$ cat src/rtl/strict_priority_landing_queue_unit_defines.svh
// ----------------------------------------------------------------------------
// Strict priority landing queue assertion macros
// Shared property macros for the queue block, with an off switch.
// ----------------------------------------------------------------------------
`ifndef STRICT_PRIORITY_LANDING_QUEUE_UNIT_DEFINES_SVH
`define STRICT_PRIORITY_LANDING_QUEUE_UNIT_DEFINES_SVH

`ifndef ASSERT_OFF
// Same-cycle implication.
`define SPL_ASSERT_IMPL(label, clk, rst_n, ante, cons, msg) \
    label: assert property (@(posedge clk) disable iff (!rst_n) (ante) |-> (cons)) \
        else $error(msg);
// Next-cycle implication.
`define SPL_ASSERT_NEXT(label, clk, rst_n, ante, cons, msg) \
    label: assert property (@(posedge clk) disable iff (!rst_n) (ante) |=> (cons)) \
        else $error(msg);
`else
`define SPL_ASSERT_IMPL(label, clk, rst_n, ante, cons, msg)
`define SPL_ASSERT_NEXT(label, clk, rst_n, ante, cons, msg)
`endif

`endif

$ cat src/rtl/spl_pkg.sv
// ----------------------------------------------------------------------------
// Strict priority landing queue package
// Sizes, payload structs, sequencer states and address helpers.
// ----------------------------------------------------------------------------
package spl_pkg;

    localparam int NUM_CLASSES = 3;
    localparam int CLASS_DEPTH = 16;
    localparam int PTR_W       = (CLASS_DEPTH > 1) ? $clog2(CLASS_DEPTH) : 1;
    localparam int FILL_W      = $clog2(CLASS_DEPTH + 1);
    localparam int SLOT_SUM_W  = FILL_W + 1;
    localparam int STAMP_DEPTH = NUM_CLASSES * CLASS_DEPTH;
    localparam int ADDR_W      = $clog2(STAMP_DEPTH);
    localparam int CLS_W       = 2;
    localparam int TICK_W      = 32;
    localparam int PHASE_W     = 16;
    localparam int SUM_W       = 48;

    localparam logic [CLS_W-1:0] CLS_LOW  = 2'd0;
    localparam logic [CLS_W-1:0] CLS_HIGH = 2'd2;

    typedef struct packed {
        logic             arrival_valid;
        logic [CLS_W-1:0] arrival_priority;
    } t_in_item;

    typedef struct packed {
        logic              served;
        logic [CLS_W-1:0]  served_priority;
        logic [TICK_W-1:0] wait_ticks;
        logic              arrival_dropped;
        logic [SUM_W-1:0]  total_wait;
        logic [TICK_W-1:0] served_count;
    } t_out_item;

    // Decision of the queue controller for one tick.
    typedef struct packed {
        logic              wr_en;
        logic [ADDR_W-1:0] wr_addr;
        logic              rd_en;
        logic [ADDR_W-1:0] rd_addr;
        logic              serve;
        logic [CLS_W-1:0]  serve_cls;
        logic              fresh;
        logic              dropped;
    } t_sched;

    typedef enum logic {
        ST_IDLE,
        ST_FINISH
    } t_state;

    function automatic logic [ADDR_W-1:0] slot_addr(input logic [CLS_W-1:0] cls,
                                                    input logic [PTR_W-1:0] ptr);
        slot_addr = ADDR_W'(ADDR_W'(cls) * ADDR_W'(CLASS_DEPTH) + ADDR_W'(ptr));
    endfunction

    function automatic logic [PTR_W-1:0] ptr_inc(input logic [PTR_W-1:0] ptr);
        ptr_inc = (ptr == PTR_W'(CLASS_DEPTH - 1)) ? '0 : PTR_W'(ptr + 1'b1);
    endfunction

endpackage

$ cat src/rtl/spl_stamp_ram.sv
// ----------------------------------------------------------------------------
// Arrival stamp memory
// One write port and one registered read port over all class slots.
// ----------------------------------------------------------------------------
module spl_stamp_ram import spl_pkg::*; (
    input  logic              i_clk,
    input  logic              i_wr_en,
    input  logic [ADDR_W-1:0] i_wr_addr,
    input  logic [TICK_W-1:0] i_wr_data,
    input  logic              i_rd_en,
    input  logic [ADDR_W-1:0] i_rd_addr,
    output logic [TICK_W-1:0] o_rd_data
);

    logic [TICK_W-1:0] mem [STAMP_DEPTH];
    logic [TICK_W-1:0] r_rd_data;

    always_ff @(posedge i_clk) begin
        if (i_wr_en) begin
            mem[i_wr_addr] <= i_wr_data;
        end
    end

    // Read data holds until the next read.
    always_ff @(posedge i_clk) begin
        if (i_rd_en) begin
            r_rd_data <= mem[i_rd_addr];
        end
    end

    assign o_rd_data = r_rd_data;

endmodule

$ cat src/rtl/spl_queue_ctrl.sv
// ----------------------------------------------------------------------------
// Queue pointer controller
// Keeps head and fill per class and decides enqueue, drop and service.
// ----------------------------------------------------------------------------
module spl_queue_ctrl import spl_pkg::*; (
    input  logic     i_clk,
    input  logic     i_rst_n,
    input  logic     i_step,
    input  logic     i_serve_slot,
    input  t_in_item i_item,
    output t_sched   o_sched
);

    logic [PTR_W-1:0]      r_head [NUM_CLASSES];
    logic [PTR_W-1:0]      n_head [NUM_CLASSES];
    logic [FILL_W-1:0]     r_fill [NUM_CLASSES];
    logic [FILL_W-1:0]     n_fill [NUM_CLASSES];
    logic [FILL_W-1:0]     w_fill_after [NUM_CLASSES];
    logic [CLS_W-1:0]      w_cls;
    logic [PTR_W-1:0]      w_enq_head;
    logic [FILL_W-1:0]     w_enq_fill;
    logic [SLOT_SUM_W-1:0] w_slot_sum;
    logic [PTR_W-1:0]      w_slot;
    logic                  w_enq;
    logic                  w_serve;
    logic [CLS_W-1:0]      w_sc;
    logic [PTR_W-1:0]      w_srv_head;
    logic [FILL_W-1:0]     w_srv_fill;

    // A priority code above the high class saturates to the high class.
    assign w_cls = (i_item.arrival_priority > CLS_HIGH) ? CLS_HIGH : i_item.arrival_priority;

    always_comb begin
        w_enq_head = '0;
        w_enq_fill = '0;
        for (int c = 0; c < NUM_CLASSES; c++) begin
            if (w_cls == CLS_W'(c)) begin
                w_enq_head = r_head[c];
                w_enq_fill = r_fill[c];
            end
        end
    end

    assign w_enq      = i_item.arrival_valid && (w_enq_fill != FILL_W'(CLASS_DEPTH));
    assign w_slot_sum = SLOT_SUM_W'(w_enq_head) + SLOT_SUM_W'(w_enq_fill);
    assign w_slot     = (w_slot_sum >= SLOT_SUM_W'(CLASS_DEPTH))
                      ? PTR_W'(w_slot_sum - SLOT_SUM_W'(CLASS_DEPTH))
                      : PTR_W'(w_slot_sum);

    // Highest non-empty class after the arrival wins the service slot.
    always_comb begin
        w_serve    = 1'b0;
        w_sc       = CLS_LOW;
        w_srv_head = '0;
        w_srv_fill = '0;
        for (int c = 0; c < NUM_CLASSES; c++) begin
            w_fill_after[c] = r_fill[c] + FILL_W'(w_enq && (w_cls == CLS_W'(c)));
            if (i_serve_slot && (w_fill_after[c] != '0)) begin
                w_serve    = 1'b1;
                w_sc       = CLS_W'(c);
                w_srv_head = r_head[c];
                w_srv_fill = r_fill[c];
            end
        end
    end

    always_comb begin
        for (int c = 0; c < NUM_CLASSES; c++) begin
            if (w_serve && (w_sc == CLS_W'(c))) begin
                n_fill[c] = w_fill_after[c] - 1'b1;
                n_head[c] = ptr_inc(r_head[c]);
            end else begin
                n_fill[c] = w_fill_after[c];
                n_head[c] = r_head[c];
            end
        end
    end

    always_comb begin
        o_sched.wr_en     = i_step && w_enq;
        o_sched.wr_addr   = slot_addr(w_cls, w_slot);
        o_sched.rd_en     = i_step && w_serve;
        o_sched.rd_addr   = slot_addr(w_sc, w_srv_head);
        o_sched.serve     = w_serve;
        o_sched.serve_cls = w_sc;
        // The served entry is this tick's own arrival when its class was empty.
        o_sched.fresh     = w_enq && (w_cls == w_sc) && (w_srv_fill == '0);
        o_sched.dropped   = i_item.arrival_valid && !w_enq;
    end

    always_ff @(posedge i_clk) begin
        if (!i_rst_n) begin
            for (int c = 0; c < NUM_CLASSES; c++) begin
                r_head[c] <= '0;
                r_fill[c] <= '0;
            end
        end else if (i_step) begin
            for (int c = 0; c < NUM_CLASSES; c++) begin
                r_head[c] <= n_head[c];
                r_fill[c] <= n_fill[c];
            end
        end
    end

endmodule

$ cat src/rtl/strict_priority_landing_queue_unit.sv
// ----------------------------------------------------------------------------
// Strict priority landing queue unit
// Three-class strict priority queue of time-stamped requests with service.
// ----------------------------------------------------------------------------
// Each input transaction is one time tick that may carry an arriving request
// with a class from 0 to 2. The request is stamped with the tick count and
// queued in its class; a full class drops it and flags the drop. On every
// service slot (every service_period ticks, starting at tick 0) the oldest
// entry of the highest non-empty class is served and its wait reported.
// Every input transaction produces exactly one output transaction.
// The stamp memory read issued at acceptance returns in the next cycle, and
// the input stays not-ready until the result is in the output register. The
// result is loaded into the output register in the finish step. When the
// receiver stalls, the result waits in the output register and the block
// holds the following tick in its finish step until the register frees up.
// A synchronous reset clears the tick count, service phase, pointers and
// totals and sets the service period to 1; the stamp memory keeps its
// contents and is read at an unfilled slot only for a served same-tick arrival.
// ----------------------------------------------------------------------------
`include "strict_priority_landing_queue_unit_defines.svh"

module strict_priority_landing_queue_unit import spl_pkg::*; (
    input  logic               i_clk,
    input  logic               i_rst_n,
    input  logic               i_in_valid,
    output logic               o_in_ready,
    input  t_in_item           i_in_data,
    output logic               o_out_valid,
    input  logic               i_out_ready,
    output t_out_item          o_out_data,
    input  logic               i_cfg_we,
    input  logic [PHASE_W-1:0] i_cfg_wdata
);

    t_state              r_state;
    t_state              n_state;
    logic [PHASE_W-1:0]  r_period;
    logic [PHASE_W-1:0]  r_phase;
    logic [PHASE_W-1:0]  n_phase;
    logic [PHASE_W-1:0]  w_phase_inc;
    logic [TICK_W-1:0]   r_tick;
    logic [SUM_W-1:0]    r_wait_sum;
    logic [SUM_W-1:0]    n_wait_sum;
    logic [TICK_W-1:0]   r_served_total;
    logic [TICK_W-1:0]   n_served_total;
    logic                r_out_valid;
    t_out_item           r_out;
    t_out_item           n_out;

    // Context of the tick in flight between acceptance and finish.
    logic                r_serve;
    logic [CLS_W-1:0]    r_serve_cls;
    logic                r_fresh;
    logic                r_dropped;
    logic [TICK_W-1:0]   r_svc_tick;

    logic                w_step;
    logic                w_load;
    logic                w_out_free;
    logic [TICK_W-1:0]   w_rd_data;
    logic [TICK_W-1:0]   w_wait;
    t_sched              w_sched;

    spl_queue_ctrl u_ctrl (
        .i_clk        (i_clk),
        .i_rst_n      (i_rst_n),
        .i_step       (w_step),
        .i_serve_slot (r_phase == '0),
        .i_item       (i_in_data),
        .o_sched      (w_sched)
    );

    // The arrival of a tick is written with the current tick as its stamp.
    spl_stamp_ram u_ram (
        .i_clk     (i_clk),
        .i_wr_en   (w_sched.wr_en),
        .i_wr_addr (w_sched.wr_addr),
        .i_wr_data (r_tick),
        .i_rd_en   (w_sched.rd_en),
        .i_rd_addr (w_sched.rd_addr),
        .o_rd_data (w_rd_data)
    );

    assign w_out_free = !r_out_valid || i_out_ready;

    // Next-state logic of the two-step sequencer.
    always_comb begin
        n_state = r_state;
        unique case (r_state)
            ST_IDLE: begin
                if (i_in_valid) begin
                    n_state = ST_FINISH;
                end
            end
            ST_FINISH: begin
                if (w_out_free) begin
                    n_state = ST_IDLE;
                end
            end
            default: n_state = ST_IDLE;
        endcase
    end

    // Output decode of the sequencer.
    always_comb begin
        o_in_ready = 1'b0;
        w_load     = 1'b0;
        unique case (r_state)
            ST_IDLE:   o_in_ready = 1'b1;
            ST_FINISH: w_load     = w_out_free;
            default: begin
                o_in_ready = 1'b0;
                w_load     = 1'b0;
            end
        endcase
    end

    assign w_step = i_in_valid && o_in_ready;

    // The phase wraps to zero once it reaches the period; a period of zero
    // therefore serves on every tick, like a period of one.
    assign w_phase_inc = r_phase + 1'b1;
    assign n_phase     = (w_phase_inc >= r_period) ? '0 : w_phase_inc;

    // A served arrival of the same tick has not been read back and waits zero.
    assign w_wait = (r_serve && !r_fresh) ? (r_svc_tick - w_rd_data) : '0;

    always_comb begin
        n_wait_sum     = r_wait_sum;
        n_served_total = r_served_total;
        if (r_serve) begin
            n_wait_sum     = r_wait_sum + SUM_W'(w_wait);
            n_served_total = r_served_total + 1'b1;
        end
        n_out.served          = r_serve;
        n_out.served_priority = r_serve ? r_serve_cls : CLS_LOW;
        n_out.wait_ticks      = w_wait;
        n_out.arrival_dropped = r_dropped;
        n_out.total_wait      = n_wait_sum;
        n_out.served_count    = n_served_total;
    end

    always_ff @(posedge i_clk) begin
        if (!i_rst_n) begin
            r_state        <= ST_IDLE;
            r_period       <= PHASE_W'(1);
            r_phase        <= '0;
            r_tick         <= '0;
            r_wait_sum     <= '0;
            r_served_total <= '0;
            r_out_valid    <= 1'b0;
            r_serve        <= 1'b0;
        end else begin
            r_state <= n_state;
            if (i_cfg_we) begin
                r_period <= i_cfg_wdata;
            end
            if (w_step) begin
                r_phase <= n_phase;
                r_tick  <= r_tick + 1'b1;
                r_serve <= w_sched.serve;
            end
            if (w_load) begin
                r_wait_sum     <= n_wait_sum;
                r_served_total <= n_served_total;
                r_out_valid    <= 1'b1;
            end else if (i_out_ready) begin
                r_out_valid <= 1'b0;
            end
        end
    end

    // Payload registers carry no reset.
    always_ff @(posedge i_clk) begin
        if (w_step) begin
            r_serve_cls <= w_sched.serve_cls;
            r_fresh     <= w_sched.fresh;
            r_dropped   <= w_sched.dropped;
            r_svc_tick  <= r_tick;
        end
        if (w_load) begin
            r_out <= n_out;
        end
    end

    assign o_out_valid = r_out_valid;
    assign o_out_data  = r_out;

    // One tick is in flight at a time.
    `SPL_ASSERT_NEXT(a_one_in_flight, i_clk, i_rst_n, w_step, !o_in_ready, "input ready while a tick is in flight")
    // An idle result reports neither a class nor a wait.
    `SPL_ASSERT_IMPL(a_idle_result_clean, i_clk, i_rst_n, o_out_valid && !o_out_data.served, (o_out_data.wait_ticks == '0) && (o_out_data.served_priority == CLS_LOW), "unserved result carries a wait or class")
    // Each served result advances the served count by exactly one.
    `SPL_ASSERT_NEXT(a_count_step, i_clk, i_rst_n, w_load && r_serve, r_served_total == $past(r_served_total) + 1'b1, "served count did not advance by one")
    // A result is only loaded once the finish step is reached.
    `SPL_ASSERT_IMPL(a_load_in_finish, i_clk, i_rst_n, w_load, r_state == ST_FINISH, "result loaded outside the finish step")

endmodule
$ cat config.mk
export PLATFORM = sky130hd
export DESIGN_NAME = strict_priority_landing_queue_unit
export DESIGN_NICKNAME = d
export VERILOG_FILES = /design/src/rtl/spl_pkg.sv /design/src/rtl/spl_stamp_ram.sv /design/src/rtl/spl_queue_ctrl.sv /design/src/rtl/strict_priority_landing_queue_unit.sv
export VERILOG_INCLUDE_DIRS = /design/src /design/src/rtl
export SDC_FILE = /design/constraint.sdc
export NUM_CORES = 2
export LEC_CHECK = 0
export ABC_AREA = 0
export BUFFER_PORTS_ARGS = -buffer_cell sky130_fd_sc_hd__buf_2
export CORE_MARGIN = 2
export CORE_UTILIZATION = 50
export DETAILED_ROUTE_END_ITERATION = 10
export GPL_TIMING_DRIVEN = 0
export MAX_ROUTING_LAYER = met4
export PLACE_DENSITY = 0.65
export SYNTH_ARGS = -nofsm -noshare
export SYNTH_HDL_FRONTEND = slang
export SYNTH_SLANG_ARGS = --single-unit
$ cat constraint.sdc
create_clock -name i_clk -period 8.4 [get_ports i_clk]
set_input_delay 0.42 -clock i_clk [delete_from_list [all_inputs] [get_ports i_clk]]
set_output_delay 0.42 -clock i_clk [all_outputs]
set_load 0.02 [all_outputs]
* Word level (Yosys, flattened, before mapping)
Memory sizes are Yosys's and may differ from the RTL's. A register that Yosys moved wholly into a read port is not among the register bits.
Cells that the tools add are included.
** Word-level totals
- Register bits after elaboration :: 299
- Bits in writable memories :: 1563
- Input bits :: 24
- Word-level logic and storage cells :: 138
- Memories :: 3
** Cells by class
- Add/sub/neg operators :: 18
- $lt $le $gt $ge :: 3
- Eq/ne operators :: 9
- Mux-type cells :: 51
- Bitwise logic cells :: 7
- Reductions and logical operators :: 29
** Memories
- u_ram.mem :: depth 48, width 32, read ports 1, clocked after Yosys merged registers in 1, wr ports 1, RTL line spl_stamp_ram.sv:15 : logic [TICK_W-1:0] mem [STAMP_DEPTH];
- u_ctrl.r_fill :: depth 3, width 5, read ports 3, clocked after Yosys merged registers in 0, wr ports 3, RTL line spl_queue_ctrl.sv:16 : logic [FILL_W-1:0] r_fill [NUM_CLASSES];
- u_ctrl.r_head :: depth 3, width 4, read ports 3, clocked after Yosys merged registers in 0, wr ports 3, RTL line spl_queue_ctrl.sv:14 : logic [PTR_W-1:0] r_head [NUM_CLASSES];
** Operators with widths (number)
- $add A32 B1 Y32 const B :: 2
- $mux W32 :: 2
- $mux W4 :: 16
- $mux W5 :: 12
- $add A48 B32 Y48 :: 1
- $mux W48 :: 1
- $sub A32 B32 Y32 :: 1
- $logic_and A1 B1 Y1 :: 17
- $add A16 B1 Y16 const B :: 1
- $ge A16 B16 Y1 :: 1
- $logic_not A16 Y1 :: 1
- $mux W1 :: 16
- $mux W16 :: 1
- $add A5 B1 Y5 :: 3
- $reduce_bool A5 Y1 :: 3
- $sub A5 B1 Y5 const B :: 3
- $add A4 B1 Y4 const B :: 3
- $add A6 B4 Y6 :: 2
- $eq A4 B4 Y1 const B :: 3
- $add A4 B5 Y6 :: 1
- $ge A6 B5 Y1 const B :: 1
- $or A1 B1 Y1 :: 6
- $logic_not A5 Y1 :: 1
- $ne A5 B5 Y1 const B :: 1
- 12 further kinds :: 18

* Depth between registers and ports, before layout
- Depth in word-level cells :: 18
- Depth in mapped cells :: 26

* Hierarchy
A second synthesis with hierarchy kept.
** Unflattened totals
- Cell total of the unflattened synthesis :: 4863
- Area total of the unflattened synthesis :: 79048.3 um^2
** By module, submodules not included
- spl_stamp_ram :: instances 1, cells each 2912, area each 60481.8 um^2, sequential area each 47085.2 um^2
- strict_priority_landing_queue_unit :: instances 1, cells each 1708, area each 16265.6 um^2, sequential area each 7507.2 um^2
- spl_queue_ctrl :: instances 1, cells each 243, area each 2301.0 um^2, sequential area each 810.8 um^2

* Least setup slack after synthesis
OpenSTA, ideal clock, no wires.
- Path kind :: input to register
- From :: input port i_in_data[0] in the netlist's numbering
- To :: register u_ram.r_rd_data[20], in the netlist u_ram.o_rd_data[20], read port of u_ram.mem (data pin)
- Arrival :: 5.090 ns
- Path slack :: 3.044 ns
- Stages on the path :: 24
- Cell sequence :: clkbuf_1 > mux2i_1 > nor2_1 > a21oi_1 > nand2_1 > nor4_1 > nor2b_1 > and2_1 > ha_1 > ha_1 > inv_1 > ha_1 > or4b_1 > o31ai_1 > a21oi_1 > and2_1 > o21a_1 > buf_6 > clkbuf_1 > mux2i_1 > o22ai_1 > or4_1 > a21oi_1 > o211ai_1
** Between the ends
- Cells in the longest elaborated chain, start to end :: 16
** RTL lines
- from (decl) :: RTL line strict_priority_landing_queue_unit.sv:27 : input t_in_item i_in_data,
- $gt A2 B2 Y1 :: RTL line spl_queue_ctrl.sv:31 : assign w_cls = (i_item.arrival_priority > CLS_HIGH) ? CLS_HIGH : i_item.arrival_priority;
- $mux W2 * :: RTL line spl_queue_ctrl.sv:31
- $logic_not A2 Y1 :: RTL line spl_queue_ctrl.sv:37, spl_queue_ctrl.sv:57
- $mux W5 (3 in series) :: RTL line spl_queue_ctrl.sv:37 : if (w_cls == CLS_W'(c)) begin
- $ne A5 B5 Y1 :: RTL line spl_queue_ctrl.sv:44 : assign w_enq = i_item.arrival_valid && (w_enq_fill != FILL_W'(CLASS_DEPTH));
- $logic_and A1 B1 Y1 :: RTL line spl_queue_ctrl.sv:44
- $logic_and A1 B1 Y1 :: RTL line spl_queue_ctrl.sv:57 : w_fill_after[c] = r_fill[c] + FILL_W'(w_enq && (w_cls == CLS_W'(c)));
- $add A5 B1 Y5 :: RTL line spl_queue_ctrl.sv:57
- $reduce_bool A5 Y1 :: RTL line spl_queue_ctrl.sv:58 : if (i_serve_slot && (w_fill_after[c] != '0)) begin
- $logic_and A1 B1 Y1 :: RTL line spl_queue_ctrl.sv:58
- $mux W4 or $mux W1 (tied branches) (3 in series) :: RTL line spl_queue_ctrl.sv:58
- $add A6 B4 Y6 or $logic_and A1 B1 Y1 (tied branches) :: RTL line spl_pkg.sv:55, spl_queue_ctrl.sv:82
- to (decl) :: RTL line spl_stamp_ram.sv:16 : logic [TICK_W-1:0] r_rd_data;
Every way passes the cells marked *; elsewhere a longest branch is shown, timed or not.
A chain may end at the register's enable or synchronous reset.

==> flow_summary.json <==
{
  "outcome": "completed",
  "synthDistinctLibCells": 78,
  "clkSlewWorstSetupHoldPaths_ps": 60,
  "globalRoute.totalOverflow": 0,
  "ys_warn_count": 0,
  "timing_worst_slew_pin_value_ps": 1336,
  "chipWidth_um": 397.8,
  "cts_inserted_buffers": 183,
  "route.final.wire_length_um": 214400,
  "chipHeight_um": 397.8,
  "clkSinkCount": 1894,
  "power.net_switching_mw": 6.465,
  "hold_path.class": "in -> reg",
  "worst_clock_skew_ps": 34.62,
  "synth.yosys.seq_area_share": 0.7145,
  "worst-r2r-setup-slack_ps": 300,
  "timing.final.max_slew_violations": 0,
  "dp_cells": 7503,
  "timing.critical_path.from": "u_ctrl.r_fill[0][8]",
  "clkLatencyLatePin_ps": 830,
  "crit_path_start_kind": "flip-flop",
  "grt_start_max_net_pins": 73,
  "area_of_the_core_mm2": 0.1540,
  "wl_per_cell_um": 27.25,
  "initial_utilization": 0.5033,
  "worst_setup_path_end_kind": "flip-flop",
  "worst-endpoint-required_ps": 8900,
  "static-leakage-power_nw": 32.76,
  "ir_worst_vdd_uv": 179.5,
  "ff2ff_path_depth": 25,
  "ys_async_sr_fraction": 0,
  "globalplace.congestion": 0.9466,
  "max_slew_margin": 0.1096,
  "area_growth_pct": 14.66,
  "setup_viol_count_final": 0,
  "worst-path-max-fanout": 10,
  "power.switching_fraction": 0.2874,
  "postSynthRegisterBits": 1894,
  "arr_time_crit_path_ps": 8610,
  "cell_internal_pwr_mw": 16.03,
  "worst-setup-path-type": "reg -> reg",
  "detail_route.first_pass.iterations": 6,
  "synthDominantCellAreaShare": 0.6766,
  "yosys-top-cells-area": "sky130_fd_sc_hd__edfxtp_1, sky130_fd_sc_hd__mux2i_1, sky130_fd_sc_hd__dfxtp_1, sky130_fd_sc_hd__nand2_1, sky130_fd_sc_hd__ha_1",
  "library_cell_occupying_the_most_area_in_the_post_synthesis_netlist": "sky130_fd_sc_hd__edfxtp_1",
  "grt_use_total": 0.2761,
  "cts_root_buffer": "sky130_fd_sc_hd__clkbuf_16",
  "syn_nets": 5365,
  "first_iter_violations": 5697,
  "grt_pass1_wl_um": 308600,
  "cts_max_path_buffers": 3,
  "sequentialPowerShare": 0.464,
  "number_of_enable_flip_flop_cells_after_synthesis": 1747,
  "clock.fmax_ghz": 0.1234,
  "pwr-share-comb": 0.183,
  "period_share": 0.9646,
  "min_period_ps": 8103,
  "instances_no_fill": 7867,
  "drtAntennaViolNets": 0,
  "total_number_of_nets_in_the_final_design": 5789,
  "syn_avg_cell_area_um2": 14.80,
  "post_synth_inst_count": 5240,
  "maxCapViolations": 0,
  "cp-endpoint": "u_ram.o_rd_data[11]",
  "regToRegStartpoint": "u_ctrl.r_fill[0][8]",
  "syn-cell-area_mm2": 0.07754,
  "worstReg2RegEnd": "u_ram.o_rd_data[11]",
  "p_per_area_mw_per_mm2": 253.0,
  "drt-vias-per-instance": 6.042,
  "number_of_global_route_vias_before_repair": 45680,
  "cts_tree": "yes",
  "finalHoldViolations": 0,
  "clock_tree.htree_level_count": 4,
  "detail_route.drc_violations": 0,
  "fin_ws_ps": 297.3,
  "placementRows": 144,
  "antenna_found_initial": 10,
  "port_buffers": 140,
  "pre_cts_slack_ps": -365.2,
  "boundaryPins": 142,
  "synthFlopType": "sky130_fd_sc_hd__edfxtp_1",
  "p_clk_frac": 0.354,
  "hpwl_um": 148400,
  "layout-drive-gt1-share": 0.1221,
  "rsz0062_at_grt": "no",
  "vias": 47530,
  "design.die.area_mm2": 0.1582
}
-- cell usage after synthesis (50+ instances only) --
cell                       instances
sky130_fd_sc_hd__o21ai_0          72
sky130_fd_sc_hd__xnor2_1          87
sky130_fd_sc_hd__clkbuf_1        174
sky130_fd_sc_hd__a221oi_1         62
sky130_fd_sc_hd__xor2_1           99
sky130_fd_sc_hd__inv_1            84
sky130_fd_sc_hd__buf_2            65
sky130_fd_sc_hd__a31oi_1         147
sky130_fd_sc_hd__ha_1             98
sky130_fd_sc_hd__a211oi_1         50
sky130_fd_sc_hd__nor2_1          223
sky130_fd_sc_hd__and3_1           62
sky130_fd_sc_hd__o22ai_1         128
sky130_fd_sc_hd__a21oi_1         230
sky130_fd_sc_hd__edfxtp_1       1747
sky130_fd_sc_hd__a22oi_1          65
sky130_fd_sc_hd__nand2_1         530
sky130_fd_sc_hd__nand3_1         146
sky130_fd_sc_hd__mux2i_1         505
sky130_fd_sc_hd__dfxtp_1         147
-- flip-flops by register name (all words and copies together), names as in the netlist --
name,count
r_served_total,32
o_out_valid,1
r_phase,16
r_fresh,1
u_ctrl.r_head,12
r_serve,1
r_tick,32
u_ram.o_rd_data,32
r_serve_cls,2
u_ctrl.r_fill,15
r_svc_tick,32
r_state,1
r_dropped,1
o_out_data,116
u_ram.mem,1536
r_wait_sum,48
r_period,16
-- worst max-delay path, cell delays in order (launching register included) --
cell                       delay [ps]
sky130_fd_sc_hd__edfxtp_1         360
sky130_fd_sc_hd__buf_2            180
sky130_fd_sc_hd__mux2i_1          140
sky130_fd_sc_hd__nor2_1            50
sky130_fd_sc_hd__a21oi_1          410
sky130_fd_sc_hd__nand2_1          100
sky130_fd_sc_hd__nor4_1           350
sky130_fd_sc_hd__nor2b_1          260
sky130_fd_sc_hd__and2_1           230
sky130_fd_sc_hd__ha_1             230
sky130_fd_sc_hd__ha_1             330
sky130_fd_sc_hd__inv_1             50
sky130_fd_sc_hd__ha_1             260
sky130_fd_sc_hd__nand3b_1         290
sky130_fd_sc_hd__and2_1           170
sky130_fd_sc_hd__buf_2            210
sky130_fd_sc_hd__a211o_1          200
sky130_fd_sc_hd__a21boi_1         500
sky130_fd_sc_hd__clkbuf_2         410
sky130_fd_sc_hd__buf_2            430
sky130_fd_sc_hd__buf_2            490
sky130_fd_sc_hd__buf_1            450
sky130_fd_sc_hd__a211oi_1         130
sky130_fd_sc_hd__a31oi_1          640
sky130_fd_sc_hd__a21oi_1          140
sky130_fd_sc_hd__o211ai_1         720
-- worst min-delay path by stage --
stage / cells after the start / slack, ps / start / end
floorplan: 0 / 400 / r_dropped / o_out_data[80]
global placement: 0 / 400 / r_dropped / o_out_data[80]
detailed placement: 0 / 410 / r_dropped / o_out_data[80]
CTS: 3 / 120 / i_cfg_we / r_period[5]
global route: 3 / 150 / i_cfg_we / r_period[5]
finish: 3 / 140 / i_cfg_we / r_period[6]
-- final cells by class --
| class | instances | area (µm²) |
|---|---|---|
| clock buffers | 243 | 4970 |
| inverters | 86 | 322.8 |
| clock inverters | 94 | 774.5 |
| flip-flops and latches | 1894 | 55450 |
| fillers | 11850 | 65140 |
| multi-input cells | 2991 | 21100 |
| diodes | 7 | 17.52 |
| repair buffers | 239 | 2575 |
| plain buffers | 269 | 1146 |
| well taps | 2044 | 2557 |
-- cells by family (layout without fill, tap and decap cells) --
kind of cell,Yosys count,in the layout,synth area share
AOI/OAI and AO/OA,937,937,0.07933
other,0,7,0
buffers and inverters,355,931,0.01886
xor gates and xnor gates,186,186,0.02101
DFF,1894,1894,0.7145
and+or+nand+nor,1203,1203,0.07142
muxes,564,564,0.07826
adders and majority gates,101,101,0.01659
-- per-layer routing --
metal  global-route usage  up-vias  routed length, µm
li1                     -    21120                  -
met1               0.3591    23660              85120
met2               0.4137     2273              97080
met3              0.05703      476              20300
met4               0.1383        0              11880
met5                    -        -                  0
-- cell usage in the layout (no fill, tap or decap), types with 32 or more instances in the layout --
cell type,n
sky130_fd_sc_hd__edfxtp_1,1747
sky130_fd_sc_hd__clkbuf_16,187
sky130_fd_sc_hd__mux2i_1,505
sky130_fd_sc_hd__a21oi_1,229
sky130_fd_sc_hd__a22oi_1,65
sky130_fd_sc_hd__o22ai_1,128
sky130_fd_sc_hd__xnor2_1,87
sky130_fd_sc_hd__o21ai_0,72
sky130_fd_sc_hd__buf_2,206
sky130_fd_sc_hd__clkbuf_1,219
sky130_fd_sc_hd__nand3_1,146
sky130_fd_sc_hd__xor2_1,99
sky130_fd_sc_hd__a211oi_1,50
sky130_fd_sc_hd__nor2_1,174
sky130_fd_sc_hd__a22o_1,32
sky130_fd_sc_hd__a21o_1,37
sky130_fd_sc_hd__nor2_4,52
sky130_fd_sc_hd__nand2_1,530
sky130_fd_sc_hd__dfxtp_1,115
sky130_fd_sc_hd__inv_1,84
sky130_fd_sc_hd__buf_12,62
sky130_fd_sc_hd__or4_1,33
sky130_fd_sc_hd__a31oi_1,146
sky130_fd_sc_hd__clkinv_1,43
sky130_fd_sc_hd__nor3_1,39
sky130_fd_sc_hd__and3_1,62
sky130_fd_sc_hd__a221oi_1,55
sky130_fd_sc_hd__ha_1,98
sky130_fd_sc_hd__o211ai_1,39
-- repair_timing --
action | CTS | global route
resized for setup | 0 | 11
hold buffers | 20 | 0
setup buffers | 0 | 0
hold endpoints to repair | 21 | 0
endpoints found under the setup margin | 0 | 16
-- stage by stage --
step	util	instance area, µm²	power [mW]	hold WS [ps]	setup TNS (ps)
global route	0.5771	88900	23.15	149.4	0
detailed placement	0.5381	82890	14.64	411.8	-3062
global placement	0.5245	80800	14.57	401.6	-7702
finish	0.5771	88910	22.50	135.8	0
CTS	0.5767	88830	22.50	115.1	0
floorplan	-	77540	13.08	400.3	0
-- power groups by stage --
stage          sequential [mW]  clock, mW  combinational (mW)
5_1_grt                   10.4       8.40                4.31
4_1_cts                   10.4       8.04                4.03
3_3_place_gp              10.7          0                3.91
2_1_floorplan             10.7          0                2.41
6_report                  10.4       7.95                4.11
3_5_place_dp              10.6          0                4.01
Note: power is estimated with default switching activity, not from simulation.
